<file path="config.mk">
export PLATFORM = sky130hd
export DESIGN_NAME = unsigned_to_decimal_ascii_flat
export DESIGN_NICKNAME = d
export VERILOG_FILES = /design/src/design/u2da_pkg.sv /design/src/design/u2da_if.sv /design/src/design/u2da_dabble.sv /design/src/design/unsigned_to_decimal_ascii.sv /design/src/flat_wrapper.sv
export SDC_FILE = /design/constraint.sdc
export NUM_CORES = 1
export LEC_CHECK = 0
export BUFFER_PORTS_ARGS = -buffer_cell sky130_fd_sc_hd__buf_4
export CAP_MARGIN = 20
export CORE_ASPECT_RATIO = 1.5
export CORE_MARGIN = 1
export CORE_UTILIZATION = 31
export CTS_BUF_LIST = sky130_fd_sc_hd__clkbuf_8
export CTS_CLUSTER_DIAMETER = 80
export DETAILED_ROUTE_END_ITERATION = 6
export GPL_TIMING_DRIVEN = 0
export MAX_ROUTING_LAYER = met4
export PLACE_DENSITY = 0.56
export SLEW_MARGIN = 20
export SYNTH_ARGS = -nofsm -noshare
export SYNTH_HDL_FRONTEND = slang
export SYNTH_SLANG_ARGS = --single-unit
export TNS_END_PERCENT = 20
</file>
<file path="constraint.sdc">
create_clock -name i_clk -period 23.7 [get_ports i_clk]
set_input_delay 2.37 -clock i_clk [delete_from_list [all_inputs] [get_ports i_clk]]
set_output_delay 2.37 -clock i_clk [all_outputs]
set_load 0.005 [all_outputs]
</file>
<file path="src/design/u2da_pkg.sv">
// ----------------------------------------------------------------------------
// u2da_pkg: shared types and constants for the decimal ascii converter
// Holds field widths, the bcd layout, length-modifier flag positions and
// the sequencer state type.
// ----------------------------------------------------------------------------
package u2da_pkg;

    // transaction field widths
    localparam int VALUE_W    = 64;
    localparam int FLAGS_W    = 6;
    localparam int CHAR_W     = 6;
    localparam int COUNT_W    = 32;

    // bcd working register: enough digits for any 64-bit value
    localparam int BCD_DIGITS = 20;
    localparam int DIGIT_W    = 4;
    localparam int BCD_W      = BCD_DIGITS * DIGIT_W;
    localparam int LEFT_W     = $clog2(BCD_DIGITS + 1);

    // shift-add-3 conversion, several input bits per cycle
    localparam int STEP_BITS  = 4;
    localparam int CONV_STEPS = VALUE_W / STEP_BITS;
    localparam int STEP_CNT_W = $clog2(CONV_STEPS);

    // length-modifier flag positions, lowest set bit wins
    localparam int FLAG_HH    = 0;
    localparam int FLAG_H     = 1;
    localparam int FLAG_LL    = 2;
    localparam int FLAG_Z     = 5;

    // truncation widths picked by the flags
    localparam int CUT_HH_W   = 8;
    localparam int CUT_H_W    = 16;
    localparam int CUT_NONE_W = 32;

    localparam logic [CHAR_W-1:0]  ASCII_ZERO = CHAR_W'(48);
    localparam logic [COUNT_W-1:0] COUNT_MAX  = '1;

    // sequencer states
    typedef enum logic [1:0] {
        ST_IDLE,
        ST_CONV,
        ST_SKIP,
        ST_EMIT
    } t_state;

endpackage

</file>
<file path="src/design/u2da_if.sv">
// ----------------------------------------------------------------------------
// u2da_if: valid/ready channels of the decimal ascii converter
// Input channel carries the value and modifier flags, output channel one
// ascii digit per transaction.
// ----------------------------------------------------------------------------
interface u2da_in_if import u2da_pkg::*; ();
    logic                 valid;
    logic                 ready;
    logic [VALUE_W-1:0]   value;
    logic [FLAGS_W-1:0]   modifier_flags;

    modport source (output valid, output value, output modifier_flags, input ready);
    modport sink   (input valid, input value, input modifier_flags, output ready);
endinterface

interface u2da_out_if import u2da_pkg::*; ();
    logic                 valid;
    logic                 ready;
    logic [CHAR_W-1:0]    digit_char;
    logic                 is_last;
    logic [COUNT_W-1:0]   chars_total;

    modport source (output valid, output digit_char, output is_last, output chars_total,
                    input ready);
    modport sink   (input valid, input digit_char, input is_last, input chars_total,
                    output ready);
endinterface

</file>
<file path="src/design/u2da_dabble.sv">
// ----------------------------------------------------------------------------
// u2da_dabble: one step of the shift-add-3 binary to bcd unit
// Shifts STEP_BITS binary bits into the bcd register, correcting each digit
// that would overflow before every single-bit shift.
// ----------------------------------------------------------------------------
module u2da_dabble import u2da_pkg::*; (
    input  logic [BCD_W-1:0]     i_bcd,
    input  logic [STEP_BITS-1:0] i_bits,
    output logic [BCD_W-1:0]     o_bcd
);

    // add 3 to every digit of five or more, then shift one bit in, msb first
    always_comb begin
        logic [BCD_W-1:0] v;
        v = i_bcd;
        for (int s = 0; s < STEP_BITS; s++) begin
            for (int d = 0; d < BCD_DIGITS; d++) begin
                if (v[d*DIGIT_W +: DIGIT_W] >= DIGIT_W'(5)) begin
                    v[d*DIGIT_W +: DIGIT_W] = v[d*DIGIT_W +: DIGIT_W] + DIGIT_W'(3);
                end
            end
            v = {v[BCD_W-2:0], i_bits[STEP_BITS-1-s]};
        end
        o_bcd = v;
    end

endmodule

</file>
<file path="src/design/unsigned_to_decimal_ascii.sv">
// ----------------------------------------------------------------------------
// unsigned_to_decimal_ascii: unsigned value to decimal ascii digit stream
// Truncates a 64-bit value by its length-modifier flags and sends its
// decimal digits as ascii, most significant first, no leading zeros.
// ----------------------------------------------------------------------------
// Usage:
// - i_in (valid/ready) takes a value and its modifier flags; the lowest set
//   flag picks the width: hh 8 bits, h 16 bits, ll/l/j/z 64 bits, none 32.
// - o_out (valid/ready) gives one transaction per digit, is_last on the
//   final one, chars_total as a saturating count of digits since reset, this one included.
// - i_in.ready is high only while the converter is idle; one value at a time.
// - Steps per value: accept, conversion in the shared shift-add-3 unit
//   (4 bits per cycle over 64 bits), dropping each leading zero digit,
//   a move into the send phase, then sending each digit, held while the
//   receiver stalls. Dropped and sent digits always cover all 20 bcd
//   positions.
// - A stalled receiver simply holds the current digit; nothing is lost.
// - Synchronous reset clears the sequencer and the character count to zero.
// ----------------------------------------------------------------------------
module unsigned_to_decimal_ascii import u2da_pkg::*; (
    input  logic        i_clk,
    input  logic        i_rst_n,
    u2da_in_if.sink     i_in,
    u2da_out_if.source  o_out
);

    t_state                r_state, n_state;
    logic [VALUE_W-1:0]    r_bin,   n_bin;
    logic [BCD_W-1:0]      r_bcd,   n_bcd;
    logic [STEP_CNT_W-1:0] r_step,  n_step;
    logic [LEFT_W-1:0]     r_left,  n_left;
    logic [COUNT_W-1:0]    r_count, n_count;

    logic [VALUE_W-1:0]    w_cut;
    logic [BCD_W-1:0]      w_dabble;
    logic [COUNT_W-1:0]    w_count_inc;
    logic [DIGIT_W-1:0]    w_top_digit;
    logic                  w_in_fire;
    logic                  w_out_fire;

    assign w_in_fire   = i_in.valid && i_in.ready;
    assign w_out_fire  = o_out.valid && o_out.ready;
    assign w_top_digit = r_bcd[BCD_W-1 -: DIGIT_W];
    assign w_count_inc = (r_count == COUNT_MAX) ? COUNT_MAX : r_count + COUNT_W'(1);

    // truncate by the lowest set modifier flag
    always_comb begin
        if (i_in.modifier_flags[FLAG_HH]) begin
            w_cut = {{(VALUE_W-CUT_HH_W){1'b0}}, i_in.value[CUT_HH_W-1:0]};
        end else if (i_in.modifier_flags[FLAG_H]) begin
            w_cut = {{(VALUE_W-CUT_H_W){1'b0}}, i_in.value[CUT_H_W-1:0]};
        end else if (|i_in.modifier_flags[FLAG_Z:FLAG_LL]) begin
            w_cut = i_in.value;
        end else begin
            w_cut = {{(VALUE_W-CUT_NONE_W){1'b0}}, i_in.value[CUT_NONE_W-1:0]};
        end
    end

    // shared shift-add-3 unit
    u2da_dabble u_dabble (
        .i_bcd  (r_bcd),
        .i_bits (r_bin[VALUE_W-1 -: STEP_BITS]),
        .o_bcd  (w_dabble)
    );

    // next state
    always_comb begin
        n_state = r_state;
        case (r_state)
            ST_IDLE: begin
                if (w_in_fire) n_state = ST_CONV;
            end
            ST_CONV: begin
                if (r_step == STEP_CNT_W'(CONV_STEPS - 1)) n_state = ST_SKIP;
            end
            ST_SKIP: begin
                if (!(w_top_digit == '0 && r_left > LEFT_W'(1))) n_state = ST_EMIT;
            end
            ST_EMIT: begin
                if (w_out_fire && r_left == LEFT_W'(1)) n_state = ST_IDLE;
            end
            default: n_state = ST_IDLE;
        endcase
    end

    // datapath and counters
    always_comb begin
        n_bin   = r_bin;
        n_bcd   = r_bcd;
        n_step  = r_step;
        n_left  = r_left;
        n_count = r_count;
        case (r_state)
            ST_IDLE: begin
                if (w_in_fire) begin
                    n_bin  = w_cut;
                    n_bcd  = '0;
                    n_step = '0;
                    n_left = LEFT_W'(BCD_DIGITS);
                end
            end
            ST_CONV: begin
                n_bcd  = w_dabble;
                n_bin  = {r_bin[VALUE_W-STEP_BITS-1:0], {STEP_BITS{1'b0}}};
                n_step = r_step + STEP_CNT_W'(1);
            end
            ST_SKIP: begin
                if (w_top_digit == '0 && r_left > LEFT_W'(1)) begin
                    n_bcd  = {r_bcd[BCD_W-DIGIT_W-1:0], {DIGIT_W{1'b0}}};
                    n_left = r_left - LEFT_W'(1);
                end
            end
            ST_EMIT: begin
                if (w_out_fire) begin
                    n_bcd   = {r_bcd[BCD_W-DIGIT_W-1:0], {DIGIT_W{1'b0}}};
                    n_left  = r_left - LEFT_W'(1);
                    n_count = w_count_inc;
                end
            end
            default: ;
        endcase
    end

    // control registers
    always_ff @(posedge i_clk) begin
        if (!i_rst_n) begin
            r_state <= ST_IDLE;
            r_step  <= '0;
            r_left  <= '0;
            r_count <= '0;
        end else begin
            r_state <= n_state;
            r_step  <= n_step;
            r_left  <= n_left;
            r_count <= n_count;
        end
    end

    // payload registers
    always_ff @(posedge i_clk) begin
        r_bin <= n_bin;
        r_bcd <= n_bcd;
    end

    // handshake and output payload
    always_comb begin
        i_in.ready        = (r_state == ST_IDLE);
        o_out.valid       = (r_state == ST_EMIT);
        o_out.digit_char  = ASCII_ZERO + {{(CHAR_W-DIGIT_W){1'b0}}, w_top_digit};
        o_out.is_last     = (r_left == LEFT_W'(1));
        o_out.chars_total = w_count_inc;
    end

endmodule
</file>
<file path="src/flat_wrapper.sv">
// flat-port wrapper written by rule: the top's interface ports become plain ports
module unsigned_to_decimal_ascii_flat import u2da_pkg::*;
  (i_clk, i_rst_n, i_in_valid, i_in_value, i_in_modifier_flags, i_in_ready, o_out_valid, o_out_digit_char, o_out_is_last, o_out_chars_total, o_out_ready);
  u2da_in_if i_in_i ();
  u2da_out_if o_out_i ();
  input  logic i_clk;
  input  logic i_rst_n;
  input wire logic [$bits(i_in_i.valid)-1:0] i_in_valid;
  input wire logic [$bits(i_in_i.value)-1:0] i_in_value;
  input wire logic [$bits(i_in_i.modifier_flags)-1:0] i_in_modifier_flags;
  output wire logic [$bits(i_in_i.ready)-1:0] i_in_ready;
  output wire logic [$bits(o_out_i.valid)-1:0] o_out_valid;
  output wire logic [$bits(o_out_i.digit_char)-1:0] o_out_digit_char;
  output wire logic [$bits(o_out_i.is_last)-1:0] o_out_is_last;
  output wire logic [$bits(o_out_i.chars_total)-1:0] o_out_chars_total;
  input wire logic [$bits(o_out_i.ready)-1:0] o_out_ready;
  assign i_in_i.valid = i_in_valid;
  assign i_in_i.value = i_in_value;
  assign i_in_i.modifier_flags = i_in_modifier_flags;
  assign i_in_ready = i_in_i.ready;
  assign o_out_valid = o_out_i.valid;
  assign o_out_digit_char = o_out_i.digit_char;
  assign o_out_is_last = o_out_i.is_last;
  assign o_out_chars_total = o_out_i.chars_total;
  assign o_out_i.ready = o_out_ready;
  unsigned_to_decimal_ascii u_core (.i_clk(i_clk), .i_rst_n(i_rst_n), .i_in(i_in_i), .o_out(o_out_i));
endmodule
</file>
After elaboration in Yosys (flattened, before gate mapping)
Index checks and enable logic that the tools add are counted.
- flip-flop bits (word level): 187
- logic and storage cells: 298
- mux-type cells: 101
- reduce and logical (&&, ||, !) cells: 14
- $lt $le $gt $ge: 81
- $add $sub $neg: 84
- eq/ne operators: 12
- operators by type and width (cell ; number):
    >= comparator 4 x 3 -> 1 bit (second input constant) ; 80
    one-hot mux 80 bit (4 select lines) ; 1
    two-way mux 4 bit ; 77
    adder 4 x 2 -> 4 bit (second input constant) ; 76
    two-way mux 64 bit ; 4
    two-way mux 80 bit ; 3
    one-hot mux 64 bit (2 select lines) ; 1
    adder 32 x 1 -> 32 bit (second input constant) ; 1
    equality test 32 bit (second input constant) ; 1
    two-way mux 32 bit ; 1
    two-way mux 5 bit ; 3
    one-hot mux 5 bit (3 select lines) ; 1
    adder 3 x 2 -> 3 bit (second input constant) ; 4
    two-way mux 3 bit ; 4
    two-way mux 2 bit ; 4
    inequality test 2 bit (second input constant) ; 4
    one-hot mux 2 bit (4 select lines) ; 1
    one-hot mux 4 bit (2 select lines) ; 1
    AND reduction 4 bit ; 2
    adder 5 x 5 -> 6 bit (first input constant) ; 1
    equality test 5 x 1 -> 1 bit (second input constant) ; 1
    > comparator 5 x 1 -> 1 bit (second input constant) ; 1
    subtractor 5 x 1 -> 5 bit (second input constant) ; 1
    adder 4 x 1 -> 4 bit (second input constant) ; 1
    12 further kinds ; 18

Logic depth before layout (Yosys ltp)
Gate-level depths: netlist of the first run.
- depth after elaboration: 9
- mapped depth: 21
- gate-level depth less buffers: 21

Modules after synthesis
A second synthesis of the first run with hierarchy kept.
- cells, all modules: 2198
- area total of the unflattened synthesis: 18091.1 sq um
- modules (own cells, without submodules) (module ; instances ; cells an instance ; area each (sq um) ; seq. area each (sq um)):
    u2da_dabble ; 1 ; 1497 ; 9302.7 ; 0.0
    unsigned_to_decimal_ascii ; 1 ; 701 ; 8788.4 ; 5185.0

Worst setup path before layout of the first run
OpenSTA, ideal clock, no wires.
- path type: input port to flip-flop
- start: input o_out_ready
- end: register u_core.r_left[0]
- buffers on the path: 0
- data required time: 23.572 ns
- slack: 13.372 ns
- cell stages on the path: 5
- arrival: 10.201 ns
- cell sequence: inv_1 > a221oi_1 > o21ai_0 > a21oi_1 > nor2_1
- word-level cells in the longest chain between the ends: 3
- RTL lines (element ; line ; text):
    start: declaration ; flat_wrapper.sv:16 ; input wire logic [$bits(o_out_i.ready)-1:0] o_out_ready;
    logical AND 1 bit ; unsigned_to_decimal_ascii.sv:42 ; assign w_out_fire = o_out.valid && o_out.ready;
    inequality test 2 bit (no source line) ; n/a ;
    AND reduction 4 bit (no source line) ; n/a ;
    end signal: assignment ; unsigned_to_decimal_ascii.sv:134 ; r_left <= n_left;
    end: declaration ; unsigned_to_decimal_ascii.sv:31 ; logic [LEFT_W-1:0] r_left, n_left;
No other way between the ends.
A chain may end at the register's enable or synchronous reset.

Worst setup path in the final report of the first run
- start: register u_core.r_count[0]
- end: output o_out_chars_total[5]
- word-level cells in the longest chain between the ends: 2
- elaborated cells between the ends (all ways): 3
- RTL lines (element ; line ; text):
    start: declaration ; unsigned_to_decimal_ascii.sv:32 ; logic [COUNT_W-1:0] r_count, n_count;
    start signal: assignment ; unsigned_to_decimal_ascii.sv:135 ; r_count <= n_count;
    adder 32 x 1 -> 32 bit / equality test 32 bit (equally long branches) ; unsigned_to_decimal_ascii.sv:44 ; assign w_count_inc = (r_count == COUNT_MAX) ? COUNT_MAX : r_count + COUNT_W'(1);
    two-way mux 32 bit (*) ; unsigned_to_decimal_ascii.sv:44 ;
    end: declaration ; flat_wrapper.sv:15 ; output wire logic [$bits(o_out_i.chars_total)-1:0] o_out_chars_total;
Every way passes the cells marked *; elsewhere a longest branch is shown, timed or not.

==> results of run 1 <==
[worst max-delay path by stage]
stage                                               from                             to  slack, ns
final                     u_core.r_count[0]$_SDFFE_PN0P_           o_out_chars_total[5]      17.41
after global routing      u_core.r_count[0]$_SDFFE_PN0P_           o_out_chars_total[3]      17.03
after CTS                 u_core.r_count[0]$_SDFFE_PN0P_           o_out_chars_total[5]      17.30
after detailed placement  u_core.r_count[0]$_SDFFE_PN0P_           o_out_chars_total[5]      17.89
after global placement                       o_out_ready  u_core.r_left[0]$_SDFFE_PN0P_       8.63
after floorplan                              o_out_ready  u_core.r_left[0]$_SDFFE_PN0P_      13.37
[Yosys cell counts (all sizes together) (43+ instances only)]
library cell	instances	share of area
nand2b	49	0.017
nor2	176	0.036
and2	43	0.015
a211oi	61	0.025
clkbuf	71	0.015
inv	117	0.024
a22o	66	0.031
nand3	62	0.017
nand2	261	0.053
nor3	54	0.015
o21ai	203	0.055
edfxtp	144	0.23
a21oi	119	0.032
mux2i	52	0.028
ha	96	0.065
dfxtp	43	0.047
[cell usage in the layout (no fill, tap or decap), drive strengths merged, types with 14 or more instances in the layout]
master and count:
or2 35, mux2 28, a221o 22, and2 43, nand2b 49, nand3 62
nor2b 32, o21bai 16, xnor2 27, nor3 54, nor2 176, a22oi 18
dfxtp 43, buf 138, o21ai 203, clkbuf 88, and3 32, o211ai 33
o21a 41, a211oi 61, a21oi 119, a2bb2oi 14, o31ai 16, edfxtp 144
nand3b 15, a21o 23, a22o 66, ha 96, or3 21, xor2 15
a32o 16, nand2 261, a21boi 16, mux2i 52, a311oi 15, inv 125
a211o 35, o22ai 14
[cell type report]
type	count	area [um2]	share of cell area
Multi-Input combinational cell	1892	12500	0.599
Buffer	89	368	0.0176
Clock inverter	15	220	0.0106
Clock buffer	17	234	0.0112
Inverter	117	442	0.0212
Sequential cell	187	5180	0.249
Timing Repair Buffer	120	951	0.0456
Tap cell	777	972	0.0466
[sequential cells by signal, indices dropped and copies added (netlist names)]
signal and flops:
u_core.r_bcd 80, u_core.r_bin 64, u_core.r_count 32, u_core.r_left 5, u_core.r_state 2, u_core.r_step 4
[cell families (layout without fill, tap and decap cells)]
logic type,after synthesis,in the layout,share of synthesized area
AND/OR/NAND/NOR,821,821,0.215
XOR/XNOR,42,42,0.0199
multiplexers,80,80,0.0455
buffers and inverters,206,358,0.0437
flip-flops,187,187,0.281
other,1,2,0.000203
AO/OA/AOI/OAI,849,849,0.328
adder cells (fa/ha/maj),98,98,0.0662
[metrics by stage]
step | utilization | area (um2) | hold slack (ns) | setup slack [ns]
floorplan | - | 18500 | 0.467 | 13.37
global placement | 0.344 | 20300 | 0.496 | 8.63
detailed placement | 0.346 | 20400 | 0.509 | 17.89
CTS | 0.354 | 20900 | 0.495 | 17.30
global route | 0.354 | 20900 | 0.519 | 17.03
finish | 0.354 | 20900 | 0.491 | 17.41
[per-layer routing]
layer  vias up  GRT usage
li1       9007          -
met1      8861      0.189
met2       426      0.362
met3       103     0.0194
met4         0     0.0696
met5         -          -
[worst max-delay path: cells and delay by family, from the launching register on]
| kind | cells | cell delay (ns) |
|---|---|---|
| flops | 1 | 0.41 |
| fa+ha+maj | 1 | 0.24 |
| simple gates | 6 | 1.83 |
| buf+inv | 4 | 0.93 |
==> summary.txt, run 1 <==
Outcome
  – Outcome: finished clean

Global route
  – GRT Util Overall: 0.186
  – Largest net degree at the start of global routing: 42
  – First-pass GRT wire length: 90200 um
  – Grt total ovfl: 0
  – Vias in the first global route: ~18000
  – Initial antenna violation count: 0

Placed design
  – Hpwl dp: roughly 43000 um
  – IO buf count: approximately 110
  – Routability cong.: ~0.89
  – Post-Place Cells: ~3200

Worst setup path
  – R2R Setup Slk: about 19 ns
  – Worst Path Max Fanout: 10
  – Reg-to-reg critical path endpoint: u_core.r_bcd[30]$_DFFE_PP_
  – Worst reg2reg path depth: 16
  – Critical path arrival: about 3.9 ns
  – Reg-to-reg startpoint: u_core.r_bcd[20]$_DFFE_PP_
  – Worst Path Required: between 20 and 25 ns
  – Cell chain of the critical path: ha_1, nand3_1, nor4_1, and3_1, nand3_1, or2_1, clkbuf_1, clkbuf_1, clkbuf_1, nand2_1, buf_4
  – CP Class: register to output pin
  – CP max stage delay: a little under 0.6 ns
  – Cell repeated most along the worst path: clkbuf_1
  – CP startpoint kind: register
  – CP endpoint kind: output pin
  – Slowest cell on crit path: nor4_1

Synthesis
  – Ys flop type: edfxtp_1
  – Asr flop ratio synth: 0
  – YS warnings: 0
  – Avg Cell Area, Syn: 8.08 um2
  – Synth Instances: ~2300
  – Yosys cell types: 96
  – Number of synthesized flops with an enable pin: around 140
  – Synth Register Bits: 187
  – Cell Area, Synth: 18500 um2
  – Seq/Total Area, Yosys: 0.281

STA
  – Max-slew headroom: 0.315
  – Crit share post-route: 0.265
  – F_max: around 160 MHz
  – Count of final max-slew check failures: 0
  – Hold Vio Cnt, Final: 0
  – Fin crit period: approximately 6.3 ns
  – # setup viols final: 0
  – Clock skew: 0.0401 ns
  – RSZ-0062 raised after global routing: false
  – TNS Setup: 0 ns
  – Worst-margin pin slew: ~1.0 ns

Detailed routing
  – Vias/cell: 5.72
  – DRT met1 WL: 22100 um
  – Routed Antenna Nets: 0
  – First-pass detailed-route iteration total: 5
  – DR WL met3: 1930 um
  – Drt drc: 0
  – Total number of vias: 18397
  – Met2 wire length: 30100 um
  – Post-Route WL: 55900 um
  – Drt wl/cell: 17.4 um
  – Highest metal used: met4
  – Initial drt markers: between 1000 and 1500

Clock tree
  – PostCTS Resize Cnt: 0
  – CTS tree: built
  – Clock latency on the worst-skew pair: 0.54 ns
  – CTS Buffer Depth: 2
  – CTS Hold Buffers Added: 0
  – Reg clk slew, reported paths: 0.16 ns
  – CTS H-tree depth: 4
  – CTS buffer count: 17
  – Root buf cell: clkbuf_8
  – Post-CTS Setup Bufs: 0
  – # clock sinks: 187

Min path
  – Worst min path class: register to register
  – Hold EP: u_core.r_bcd[0]$_DFFE_PP_
  – Hold Path Stages: 1
  – Hold_sp: u_core.r_bin[60]$_DFFE_PP_

Floorplanning
  – IO Pins: 115
  – Die ar.: 60500 um2
  – Core area: 58900 um2
  – Rows: 109
  – Die width: 201 um
  – Starting Density: 0.313
  – Die Ht: ~300 um

Finish
  – Antenna diode instance count: 0
  – Fillers: 6194
  – Layout area overhead: 13.0%
  – Finished Layout Cells: approximately 3200
  – Final net count: 2594
  – Share of cells above drive strength 1: 0.102

Flow run
  – Max cap viols: 0
Power of run 1 is not shown: default switching activity piles up to over one toggle a cycle in this logic, so the estimate is an artifact.
==> run 2, diff against run 1 <==
ABC_AREA = 1   (was unset)
PLACE_DENSITY = 0.58   (was 0.56)
clock period = 5.31 ns   (was 23.7 ns; I/O delays follow)
==> run 2 against run 1 <==
Effect of this change: non-clock buffer count fell by 41; sequential share of layout area rose by 2.3 points; worst hold slack got worse by 0.21 ns; sequential cell count did not move; die area fell by 8.9%; register-to-register slack got worse by 17 ns.
==> summary.txt, run 2 <==
Outcome
  – Outcome: finished clean

Clock tree
  – Root buf cell: clkbuf_8
  – CTS Buffer Depth: 2 (unchanged)
  – CTS tree: built
  – PostCTS Resize Cnt: 0 (unchanged)
  – Post-CTS Setup Bufs: 0 (unchanged)
  – CTS buffer count: 17 (unchanged)
  – # clock sinks: 187 (unchanged)
  – CTS Hold Buffers Added: 0 (unchanged)
  – Reg clk slew, reported paths: 0.13 ns (-0.03 ns)
  – Clock latency on the worst-skew pair: 0.52 ns (-0.02 ns)
  – CTS H-tree depth: 4 (unchanged)

Placed design
  – Hpwl dp: 35400 um (-18%)
  – Routability cong.: 0.856 (-3.8%)
  – IO buf count: 112 (unchanged)

STA
  – Max-slew headroom: 0.311 (-0.00337)
  – # setup viols final: 0 (unchanged)
  – F_max: 264 MHz
  – Fin crit period: 3.79 ns
  – Clock skew: 0.0257 ns (-0.0145 ns)
  – Count of final max-slew check failures: 0 (unchanged)
  – Hold Vio Cnt, Final: 0 (unchanged)
  – RSZ-0062 raised after global routing: false
  – Crit share post-route: 0.714
  – Worst-margin pin slew: 1.03 ns (+0.00505 ns)

Synthesis
  – Post-synth top area share: 0.257 (+0.0231)
  – Asr flop ratio synth: 0 (unchanged)
  – Complex-gate fraction of the synthesized area: 0.107 (-0.221)
  – Count leader, synth: nand2_1
  – Synth area leaders: edfxtp_1 26%, nand2_1 17%, inv_1 8.1%, nand3_1 7.5%, ha_1 7.2%
  – Synth Area in Adders: 0.0715 (+0.00534)
  – Avg Cell Area, Syn: 6.87 um2 (-15%)
  – Post-synthesis mux area share: 0.00119 (-0.0443)
  – Cell Area, Synth: 16800 um2 (-9.0%)
  – Synth Register Bits: 187 (unchanged)
  – Yosys cell types: 55 (-43%)
  – YS warnings: 0 (unchanged)
  – Simple-Gate Fraction of Synth Area: 0.393 (+0.177)
  – Leading area contributor after synthesis: edfxtp_1
  – Synth cell count leaders: 761 x nand2_1, 362 x inv_1, 253 x nand3_1
  – Xor/xnor cell area share of the yosys netlist: 0.0215 (+0.00152)
  – Largest family of logic cells by synthesized area: simple AND/OR/NAND/NOR gates
  – Synth Instances: 2445 (+7.0%)
  – Ys flop type: edfxtp_1
  – Seq/Total Area, Yosys: 0.309 (+0.0277)
  – Number of synthesized flops with an enable pin: 144 (unchanged)

Detailed routing
  – Vias/cell: 4.98 (-13%)
  – Drt wl/cell: 13.7 um (-21%)
  – Initial drt markers: 834 (-23%)
  – First-pass detailed-route iteration total: 7 (+2)
  – Drt drc: 0 (unchanged)
  – Post-Route WL: 44800 um (-20%)
  – Total number of vias: 16343 (-11%)
  – Routed Antenna Nets: 0 (unchanged)

Worst setup path
  – Cell repeated most along the worst path: inv_1
  – Largest delay contributor family on the critical path: simple AND/OR/NAND/NOR gates
  – Cell chain of the critical path: ha_1, nand3_1, nor4_4, inv_1, nor4_1, inv_1, clkbuf_1, buf_1, nand2_1, buf_4
  – Worst Path Max Fanout: 10 (unchanged)
  – Worst Path Required: 4.78 ns (-16.55 ns)
  – Slowest cell on crit path: nor4_1
  – Critical path arrival: 3.26 ns (-0.66 ns)
  – CP startpoint kind: register
  – Critical path buffer and inverter count: 5 (+1)
  – CP endpoint kind: output pin
  – CP Class: register to output pin
  – CP max stage delay: 0.45 ns (-0.14 ns)

Finish
  – Layout area overhead: 13.5%
  – Final Core Density: 0.356 (+0.00157)
  – Share of cells above drive strength 1: 0.137 (+0.0351)
  – Final net count: 2751 (+6.1%)
  – Commonest non-fill, non-tap cell in the layout: nand2_1
  – Max FFs per register: 80 (unchanged)
  – Largest registers: u_core.r_bcd x80, u_core.r_bin x64, u_core.r_count x32
  – Antenna diode instance count: 0 (unchanged)
  – Biggest register: u_core.r_bcd
  – Fillers: 5664 (-8.6%)
  – Most frequent cells in the layout: 760 x nand2_1, 362 x inv_1, 253 x nand3_1

Global route
  – Global Route met3 Usage: 0.0206 (+0.00126)
  – First-pass GRT wire length: 73900 um (-18%)
  – Grt total ovfl: 0 (unchanged)
  – Most used routing layer: met2
  – Initial antenna violation count: 0 (unchanged)
  – Met2 Usage GRT: 0.317 (-0.0444)
  – Met1 Resource Use GR: 0.177 (-0.0121)
  – Largest net degree at the start of global routing: 55 (+31%)
  – Vias in the first global route: 16109 (-11%)
  – GRT Util Overall: 0.169 (-0.0169)

Floorplanning
  – Rows: 104 (-4.6%)
  – IO Pins: 115 (unchanged)
  – Starting Density: 0.313 (about the same)
  – Die width: 192 um (-4.6%)
  – Die ar.: 55100 um2 (-8.9%)
  – Die Ht: 287 um (-4.6%)
  – Core area: 53600 um2 (-9.0%)

Flow run
  – Max cap viols: 0 (unchanged)

Min path
  – Worst min path class: input pin to register
run 2: cell count changes after synthesis, moves of 58 or more:
cell,change
o21ai_0,-74
a211oi_1,-58
nand3_1,+191
a21oi_1,-65
nand4_1,+96
nand2_2,+85
inv_1,+246
nand2_1,+501
nor2_1,-96
run 2: cells by family after synthesis:
kind of cell / Yosys count
other: 1
flip-flops: 187
multiplexers: 2
buffers and inverters: 427
XOR/XNOR: 33
adder cells (fa/ha/maj): 96
AND/OR/NAND/NOR: 1403
AO/OA/AOI/OAI: 296
run 2: final cells by class:
class	instances	area (um2)	area share
clock inverter	15	215	0.0113
clock buffer	17	234	0.0123
multi-input combinational	1832	10000	0.524
timing repair buffer	116	936	0.0491
tap	689	862	0.0452
inverter	375	1410	0.0738
sequential	187	5180	0.272
buffer	52	229	0.0120
run 2: path summary, 6_finish.rpt:
check                                                     from                            end  cells past startpoint  slack (ns)
worst max register to register      u_core.r_bcd[76]$_DFFE_PP_     u_core.r_bcd[77]$_DFFE_PP_                     30        1.72
worst max-delay path            u_core.r_count[0]$_SDFFE_PN0P_           o_out_chars_total[3]                     10        1.52
worst min-delay path                             i_in_value[4]      u_core.r_bin[4]$_DFFE_PP_                      3        0.28
worst min register to register   u_core.r_left[1]$_SDFFE_PN0P_  u_core.r_left[1]$_SDFFE_PN0P_                      2        0.47
run 2: per-layer routing:
layer  vias to the layer above  share of wire
met5                         -              0
met1                      7552           0.41
met4                         0          0.028
met3                        84          0.036
met2                       305           0.53
li1                       8402              -
run 2: tightest hold or removal path: stages:
cell     delay, ns
buf_4         0.08
nand2_1       0.05
nand2_1       0.05
run 2: metrics by stage:
| stage | setup TNS (ns) | hold WS (ns) | cell area, um2 | setup WS [ns] | cells |
|---|---|---|---|---|---|
| after floorplan | 0 | 0.445 | 16800 | 0.756 | 2446 |
| after CTS | 0 | 0.242 | 19100 | 1.49 | 3283 |
| final | 0 | 0.282 | 19100 | 1.52 | 3283 |
| after global routing | 0 | 0.263 | 19100 | 1.24 | 3283 |
| after global placement | -4.52 | 0.458 | 18500 | -1.11 | 3247 |
| after detailed placement | 0 | 0.462 | 18600 | 1.73 | 3251 |
Power of run 2 is left out for the same reason.
==> run 3, diff against run 2 <==
PLACE_DENSITY = 0.56   (was 0.58)
clock period = 3.8 ns   (was 5.31 ns; I/O delays follow)
==> run 3 against run 2 <==
Effect of this change: non-clock buffer count up 8; worst hold slack worse by 0.17 ns; via count up 0.94%; register-to-register slack worse by 1.4 ns; critical endpoint is now o_out_chars_total[30]; highest routed layer unchanged.
==> summary.txt, run 3 (same netlist as run 2, synthesis figures left out) <==
Finish
  – Share of cells above drive strength 1: 0.148 (+0.0111)
  – Layout area overhead: 14.4%
  – Finished Layout Cells: 3292 (+0.27%)
  – Commonest non-fill, non-tap cell in the layout: nand2_1
  – Biggest register: u_core.r_bcd
  – Largest registers: u_core.r_bcd x80, u_core.r_bin x64, u_core.r_count x32
  – Final net count: 2759 (+0.29%)
  – Most frequent cells in the layout: 755 x nand2_1, 357 x inv_1, 245 x nand3_1
  – Max FFs per register: 80 (unchanged)

STA
  – Fin crit period: ~3.5 ns
  – F_max: 283 MHz
  – # setup viols final: 0 (unchanged)
  – Clock skew: 0.0238 ns (-0.00186 ns)
  – Max-slew headroom: 0.340 (+0.0286)
  – Crit share post-route: 0.928
  – Hold Vio Cnt, Final: 0 (unchanged)
  – Count of final max-slew check failures: 0 (unchanged)
  – Worst-margin pin slew: 0.990 ns (-0.0429 ns)

Placed design
  – Hpwl dp: 35900 um (+1.4%)
  – IO buf count: 112 (unchanged)
  – Post-Place Cells: 3251 (unchanged)
  – Routability cong.: 0.858 (+0.33%)

Worst setup path
  – CP Class: register to output pin
  – Reg-to-reg startpoint: u_core.r_bcd[52]$_DFFE_PP_
  – CP endpoint kind: output pin
  – Worst Path Required: 3.42 ns (-1.36 ns)
  – Worst Path Max Fanout: 6 (-4)
  – R2R Setup Slk: 0.28 ns (-1.44 ns)
  – Worst reg2reg path depth: 20 (-33%)
  – CP startpoint kind: register
  – Reg-to-reg critical path endpoint: u_core.r_bcd[58]$_DFFE_PP_
  – Critical path arrival: 3.15 ns (-0.11 ns)

Detailed routing
  – Post-Route WL: 45600 um (+1.8%)
  – Initial drt markers: 841 (+0.84%)
  – Vias/cell: 5.01 (+0.66%)
  – Routed Antenna Nets: 0 (unchanged)
  – Drt drc: 0 (unchanged)
  – Drt wl/cell: 13.9 um (+1.5%)
  – Total number of vias: 16496 (+0.94%)
  – First-pass detailed-route iteration total: 5 (-2)

Clock tree
  – # clock sinks: 187 (unchanged)
  – Clock latency on the worst-skew pair: 0.53 ns (about the same)
  – Root buf cell: clkbuf_8
  – CTS buffer count: 17 (unchanged)
  – CTS Buffer Depth: 2 (unchanged)
  – Reg clk slew, reported paths: 0.13 ns (about the same)
  – CTS H-tree depth: 4 (unchanged)
  – CTS tree: built

Floorplanning
  – Die Ht: 287 um (unchanged)
  – Starting Density: 0.313 (unchanged)
  – Core area: 53600 um2 (unchanged)
  – IO Pins: 115 (unchanged)
  – Die ar.: 55100 um2 (unchanged)
  – Die width: 192 um (unchanged)
  – Rows: 104 (unchanged)

Min path
  – Hold_sp: i_in_value[7]
  – Hold Path Stages: 3 (unchanged)
  – Worst min path class: input pin to register
  – Hold EP: u_core.r_bin[7]$_DFFE_PP_

Global route
  – Initial antenna violation count: 1 (+1)
  – First-pass GRT wire length: 75300 um (+1.9%)
  – Largest net degree at the start of global routing: 54 (-1.8%)
  – Grt total ovfl: 0 (unchanged)
  – Vias in the first global route: 16172 (+0.39%)
  – GRT Util Overall: 0.173 (+0.00384)

Flow run
  – Max cap viols: 0 (unchanged)

Outcome
  – Outcome: finished clean
run 3: cell count changes in the layout (fill, tap and decap cells not counted), moves of 2 or more:
cell     previous run  this run
buf_4             120       128
nand3_1           253       245
nand3_2            45        53
inv_1             362       357
inv_2              13        18
nand2_1           760       755
nand2_2            86        91
inv_6               3         0
inv_12              4         6
run 3: metal layers:
layer  global-route usage  up-vias  part of all wire
li1                     -     8446                 -
met1                0.181     7687              0.40
met2                0.324      285              0.53
met3               0.0245       78             0.036
met4               0.0614        0             0.027
met5                    -        -                 0
run 3: repair_timing:
action	CTS	global route
gates resized for setup	0	21
setup endpoints to repair	0	24
hold buffers	0	0
setup buffers	0	8
run 3: how the worst max path moves through the flow:
stage / from / depth (start not counted) / to
after global routing: u_core.r_bcd[28]$_DFFE_PP_ / 22 / u_core.r_bcd[34]$_DFFE_PP_
after CTS: u_core.r_count[0]$_SDFFE_PN0P_ / 12 / o_out_chars_total[30]
after detailed placement: u_core.r_bcd[52]$_DFFE_PP_ / 20 / u_core.r_bcd[58]$_DFFE_PP_
after global placement: u_core.r_state[0]$_SDFFE_PN0P_ / 11 / u_core.r_left[4]$_SDFFE_PN0P_
after floorplan: u_core.r_bcd[76]$_DFFE_PP_ / 11 / u_core.r_left[4]$_SDFFE_PN0P_
final: u_core.r_count[0]$_SDFFE_PN0P_ / 12 / o_out_chars_total[30]
run 3: cell type report:
type	instances	area, um2
fill	5746	34400
multi-input combinational	1832	10100
sequential	187	5180
inverter	375	1410
timing repair buffer	124	996
tap	689	862
clock buffer	17	234
clock inverter	15	233
buffer	52	230
antenna	1	2.50
run 3: stage by stage:
| step | setup WS, ns | instance area (um2) | TNS (ns) | util | hold WS (ns) |
|---|---|---|---|---|---|
| after floorplan | 0.328 | 16800 | 0 | - | 0.445 |
| after global placement | -0.878 | 18500 | -30.07 | 0.345 | 0.456 |
| after detailed placement | 0.230 | 18600 | 0 | 0.347 | 0.468 |
| after CTS | 0.0827 | 19100 | 0 | 0.356 | 0.0751 |
| after global routing | -0.00184 | 19200 | -0.00184 | 0.358 | 0.102 |
| final | 0.272 | 19200 | 0 | 0.358 | 0.116 |
run 3: worst max-delay path: stages, from the launching register on:
cell and delay [ns]:
dfxtp_1 0.37, ha_1 0.22, nand3_2 0.15, nor4_4 0.41, nand2_2 0.17, nor2_1 0.15, inv_1 0.07, nor2_1 0.15
nor4b_1 0.31, nand3_1 0.13, or2_0 0.22, nand3_1 0.12, buf_4 0.14
Power of run 3 is left out for the same reason.
